==> src/sv/vfcm_pkg.sv <==
// ----------------------------------------------------------------------------
// vfcm_pkg
// Shared types and constants of the voxel face-culling mesher: item and
// result structs, the internal command word, face directions and queue sizes.
// ----------------------------------------------------------------------------
package vfcm_pkg;

  localparam int COORD_W        = 4;
  localparam int VALUE_W        = 8;
  localparam int DIR_W          = 3;
  localparam int NUM_DIRS       = 6;
  localparam int BLOCK_BITS_MAX = 16;
  localparam int CMDQ_DEPTH     = 2;
  localparam int OUTQ_DEPTH     = 8;
  localparam int MAX_FACES      = 6;

  // operation codes
  localparam logic OP_WRITE = 1'b0;
  localparam logic OP_MESH  = 1'b1;

  typedef enum logic [DIR_W-1:0] {
    DIR_NEG_X,
    DIR_POS_X,
    DIR_NEG_Y,
    DIR_POS_Y,
    DIR_NEG_Z,
    DIR_POS_Z
  } dir_t;

  typedef struct packed {
    logic               operation;
    logic [COORD_W-1:0] voxel_x;
    logic [COORD_W-1:0] voxel_y;
    logic [COORD_W-1:0] voxel_z;
    logic [VALUE_W-1:0] block_value;
  } in_item_t;

  typedef struct packed {
    logic [COORD_W-1:0] face_x;
    logic [COORD_W-1:0] face_y;
    logic [COORD_W-1:0] face_z;
    logic [DIR_W-1:0]   face_direction;
    logic               face_present;
    logic               last;
  } out_item_t;

  // classified item as it crosses from front to back
  typedef struct packed {
    in_item_t            item;
    logic                in_chunk;
    logic [NUM_DIRS-1:0] nbr_in;
  } cmd_t;

  typedef enum logic [1:0] {
    BK_CLEAR,
    BK_IDLE,
    BK_MESH,
    BK_FLUSH
  } back_state_t;

  function automatic out_item_t make_result(
    input logic [COORD_W-1:0] x,
    input logic [COORD_W-1:0] y,
    input logic [COORD_W-1:0] z,
    input dir_t               dir,
    input logic               present,
    input logic               last_flag
  );
    out_item_t r;
    r.face_x         = x;
    r.face_y         = y;
    r.face_z         = z;
    r.face_direction = dir;
    r.face_present   = present;
    r.last           = last_flag;
    return r;
  endfunction

endpackage

==> src/sv/vfcm_outq.sv <==
// ----------------------------------------------------------------------------
// vfcm_outq
// Result queue between the back end and the result ports. Reports room
// while a whole mesh item's worth of results still fits.
// ----------------------------------------------------------------------------
module vfcm_outq (
  input  logic                 clk,
  input  logic                 rst_n,
  input  logic                 res_push,
  input  vfcm_pkg::out_item_t  res,
  output logic                 room,
  output logic                 out_empty,
  input  logic                 out_pop,
  output vfcm_pkg::out_item_t  out_item
);

  localparam int PTR_W = $clog2(vfcm_pkg::OUTQ_DEPTH);
  localparam int CNT_W = $clog2(vfcm_pkg::OUTQ_DEPTH + 1);

  vfcm_pkg::out_item_t buf_r [vfcm_pkg::OUTQ_DEPTH];
  logic [PTR_W-1:0]    wr_ptr_r;
  logic [PTR_W-1:0]    rd_ptr_r;
  logic [CNT_W-1:0]    cnt_r;
  logic                pop;

  assign room      = cnt_r <= CNT_W'(vfcm_pkg::OUTQ_DEPTH - vfcm_pkg::MAX_FACES);
  assign out_empty = cnt_r == '0;
  assign out_item  = buf_r[rd_ptr_r];
  assign pop       = out_pop && !out_empty;

  // result storage
  always_ff @(posedge clk) begin
    if (res_push) begin
      buf_r[wr_ptr_r] <= res;
    end
  end

  // pointers and fill level
  always_ff @(posedge clk) begin
    if (!rst_n) begin
      wr_ptr_r <= '0;
      rd_ptr_r <= '0;
      cnt_r    <= '0;
    end else begin
      if (res_push) begin
        wr_ptr_r <= wr_ptr_r + PTR_W'(1);
      end
      if (pop) begin
        rd_ptr_r <= rd_ptr_r + PTR_W'(1);
      end
      if (res_push && !pop) begin
        cnt_r <= cnt_r + CNT_W'(1);
      end else if (!res_push && pop) begin
        cnt_r <= cnt_r - CNT_W'(1);
      end
    end
  end

endmodule

==> config.mk <==
export PLATFORM = sky130hd
export DESIGN_NAME = vfcm_outq
export DESIGN_NICKNAME = d
export VERILOG_FILES = /design/src/sv/vfcm_pkg.sv /design/src/sv/vfcm_outq.sv
export SDC_FILE = /design/constraint.sdc
export NUM_CORES = 1
export LEC_CHECK = 0
export CORE_UTILIZATION = 60
export DETAILED_ROUTE_END_ITERATION = 12
export DONT_BUFFER_PORTS = 1
export GPL_TIMING_DRIVEN = 1
export HOLD_SLACK_MARGIN = 0.12
export PLACE_DENSITY = 0.76
export SYNTH_ARGS = -nofsm -noshare
export SYNTH_HDL_FRONTEND = slang
export SYNTH_SLANG_ARGS = --single-unit
==> constraint.sdc <==
create_clock -name clk -period 3.7 [get_ports clk]
set_input_delay 0.555 -clock clk [delete_from_list [all_inputs] [get_ports clk]]
set_output_delay 0.555 -clock clk [all_outputs]
set_load 0.02 [all_outputs]
; ---- Yosys cells after proc, flatten, opt, wreduce, memory -nomap -nowiden
; Memories as Yosys holds them, arrays and structs flattened. A register that Yosys moved wholly into a read port is not among the register bits.
; Cells that the tools add are included.
[op_classes]
addsub = 4
order_cmp = 1
mux = 6
reduce_logical = 8
[op_table]
columns = operator, n
row1 = two-way mux 4 bit, 2
row2 = "adder 3 x 1 -> 3 bit, second input constant", 2
row3 = two-way mux 3 bit, 2
row4 = "adder 4 x 1 -> 4 bit, second input constant", 1
row5 = "<= comparator 4 x 2 -> 1 bit, second input constant", 1
row6 = logical NOT 4 bit, 1
row7 = "subtractor 4 x 1 -> 4 bit, second input constant", 1
row8 = logical AND 1 bit, 3
row9 = logical NOT 1 bit, 3
row10 = two-way mux 1 bit, 2
row11 = nonzero test 2 bit, 1
[totals]
register_bits = 10
mem_bits_rw = 136
in_bits = 21
output_inout_bits = 19
word_cells = 23
n_memories = 1
[memory_table]
columns = name, depth, word_bits, rd, rd_ports_with_merged_regs, wr, line_no
row1 = buf_r, 8, 17, 1, 1, 1, vfcm_outq.sv:20  ; vfcm_pkg::out_item_t buf_r [vfcm_pkg::OUTQ_DEPTH];

; ---- Depth between registers and ports, before layout
[logic_depth]
ltp_word = 6
depth_mapped = 8
depth_no_buf = 8

; ---- Least setup slack after synthesis
; OpenSTA, ideal clock, no wires.
[synth_path]
kind = in2reg
startpoint = input port res_push
endpoint = memory buf_r[0][0] in the netlist's numbering (enable)
setup_ns = 0.413
arrival_time_ns = 1.850
required_time_ns = 3.287
setup_slack_ns = 1.437
path_stages = 2
n_path_buf = 0
path_cell_list = nand2b_1 > nor3_1
[synth_between]
elab_chain_len = 2
[synth_lines]
columns = item, line_no
row1 = "start, declared", vfcm_outq.sv:9  ; input logic res_push,
row2 = two-way mux 1 bit, vfcm_outq.sv:33  ; if (res_push) begin
row3 = two-way mux 1 bit (implied by the code), vfcm_outq.sv:34  ; buf_r[wr_ptr_r] <= res;
row4 = "end, declared", vfcm_outq.sv:20
; Every way passes these cells.

==> flow_summary.ini <==
[sta]
finalCritPeriodShare = 0.822
setup_ws_ps = 660
fin_worst_skew_ps = 5.01
setup-tns-final_ps = 0
setup_violations = 0
slew_headroom = 0.307
fmax_mhz = 329
min_period_ps = 3040
rsz0062_at_grt = false
drv_slew = 0
final_hold_viol_count = 0
hold_slack_ps = 169
worst_pin_slew_ps = 1040

[worst_setup_path]
cp-end-kind = output port
worstPathArrival_ps = 2490
cp_max_fo = 24
crit_type = reg2out
start_kind = flip-flop
regToRegSetupSlack_ps = 1330
path_cells = buf_4, mux4_1, mux2_2
cp.required_ps = 3140
critPathMaxStageDelay_ps = 640
slowest_stage = mux4_1

[logic_synthesis]
syn_area_um2 = 5870
ys_ff_latch = 149
yosysUniqueCellTypes = 28
avgSynthCellArea_um2 = 22.0
yosys_warnings = 0
synth.yosys.seq_area_share = 0.740
syn_inst = 267
syn_nets = 294

[clock_network]
clock_latency_ps = 500
htree_levels = 4
cts_tree = built
cts_sinks = 149
clockRootBuffer = clkbuf_8
path_clk_slew_ps = 60
cts_buffer_depth = 2
cts_made_buffers = 17

[floorplan]
ios = 40
die-width_um = 101
row_count = 35
coreArea_um2 = 9370
die_area_um2 = 10200
die_h_um = 101
initial_core_util = 0.626

[global_route]
grt_pass1_vias = 2548
met2_usage = 0.322
grt_pass1_wl_mm = 14.6
gr-usage-met3 = 0.0721
use_met1 = 0.291
grt_usage = 0.211
grt_overflow = 0
busiest_layer = met2
antenna_found_initial = 0
grt_max_degree = 35

[detailed_routing]
routed_wl_mm = 9.83
drc = 0
wire_per_inst_um = 22.0
drtIter0Drc = 138
detail-route-antenna-nets = 0
first_pass_iters = 4
vias = 2610
viasPerCell = 5.85

[power_and_ir_drop]
leakage_nw = 2.27
p_per_area_nw_per_um2 = 671
ir_drop_v = 0.000337
total_power_mw = 4.60

[placement]
io_buffers = 0
hpwl_mm = 5.40
gp_congestion = 0.730
placed_cell_area_um2 = 6040
pre_cts_ws_ps = 1180

[run]
maxCapViolCount = 0

[finish]
design_area_um2 = 6850
drive_above_1_share = 0.221
synthToLayoutAreaGrowth_pct = 16.8
n_antenna_cell = 0
finalNetCount = 332

[run_status]
run_status = complete, no violations

[hold_path]
hp-class = in2reg
==> final timing paths <==
path / start / to / cells past startpoint
max: flip-flop / out_item[6] / 3
min: rst_n / cnt_r[2]$_SDFFE_PN0P_ / 1
max reg2reg: cnt_r[0]$_SDFFE_PN0P_ / cnt_r[3]$_SDFFE_PN0P_ / 8
min reg2reg: rd_ptr_r[1]$_SDFFE_PN0P_ / rd_ptr_r[1]$_SDFFE_PN0P_ / 2
==> layout make-up <==
type | instances | area (um^2)
flip-flops and latches | 149 | 4350
fillers | 544 | 2520
multi-input cells | 104 | 1450
clock buffers | 18 | 418
repair buffers | 31 | 285
clock inverters | 13 | 184
well taps | 129 | 161
inverters | 2 | 7.51
==> cell families (layout without fill, tap and decap cells) <==
group,Yosys count,after routing,synth area share
adder cells (fa/ha/maj),6,6,0.0141
flip-flops,149,149,0.740
AO/OA/AOI/OAI,6,6,0.0100
buffers and inverters,14,64,0.0143
AND/OR/NAND/NOR,31,31,0.0269
multiplexers,55,55,0.185
XOR/XNOR,6,6,0.00896
==> timing repair <==
item | in CTS | in global routing
setup buffers | 0 | 0
hold endpoints to repair | 15 | 121
hold buffers | 4 | 17
resized for setup | 0 | 0
==> metrics by stage <==
stage	std cells	utilization
final	446	0.731
after global routing	446	0.731
after CTS	429	0.713
after detailed placement	394	0.644
after global placement	394	0.644
after floorplan	267	-
==> critical path: cells and delay by family, from the launching register on <==
| family | cells | cell delay, ps |
|---|---|---|
| muxes | 2 | 990 |
| DFF | 1 | 530 |
| buffers and inverters | 1 | 450 |
==> where the power goes <==
part,switching [mW],internal (mW),total (mW)
Clock,0.644,1.09,1.73
Sequential,0.0866,1.92,2.00
Combinational,0.437,0.425,0.862
==> cell usage in the layout, fill, tap and decap left out, types with 7 or more instances in the layout <==
cell type / n
and2_1: 7
buf_4: 10
clkbuf_16: 16
dfxtp_1: 12
dlygate4sd3_1: 21
edfxtp_1: 136
mux2_2: 17
mux4_1: 24
mux4_2: 10
nor2_1: 8
==> registers in the layout, summed over array words and instances, names as in the netlist, named ones only <==
signal,count
buf_r,136
cnt_r,4
rd_ptr_r,3
wr_ptr_r,3
==> synth_stat cells (all sizes together) <==
cell,number,area (um^2)
clkbuf,6,22.5
fa,1,20.0
o21ai,1,5.00
ha,5,62.6
a211oi,2,15.0
and2,7,43.8
nor2,8,30.0
mux4,34,856
edfxtp,136,4080
a21oi,1,5.00
dfxtp,13,260
nor3,2,10.0
buf,6,53.8
mux2,17,191
a31oi,1,6.26
nor4,1,6.26
mux2i,4,40.0
inv,2,7.51
xnor2,4,35.0
nand2b,4,25.0
o41ai,1,27.5
nand2,5,18.8
nor2b,3,18.8
xor2,2,17.5
nand3,1,5.00
==> metal layers <==
metal	vias to the layer above	wire [um]
li1	1194	-
met1	1330	4220
met2	84	4900
met3	2	668
met4	0	40
met5	-	0
No activity file was read; power rests on OpenSTA's default activity.
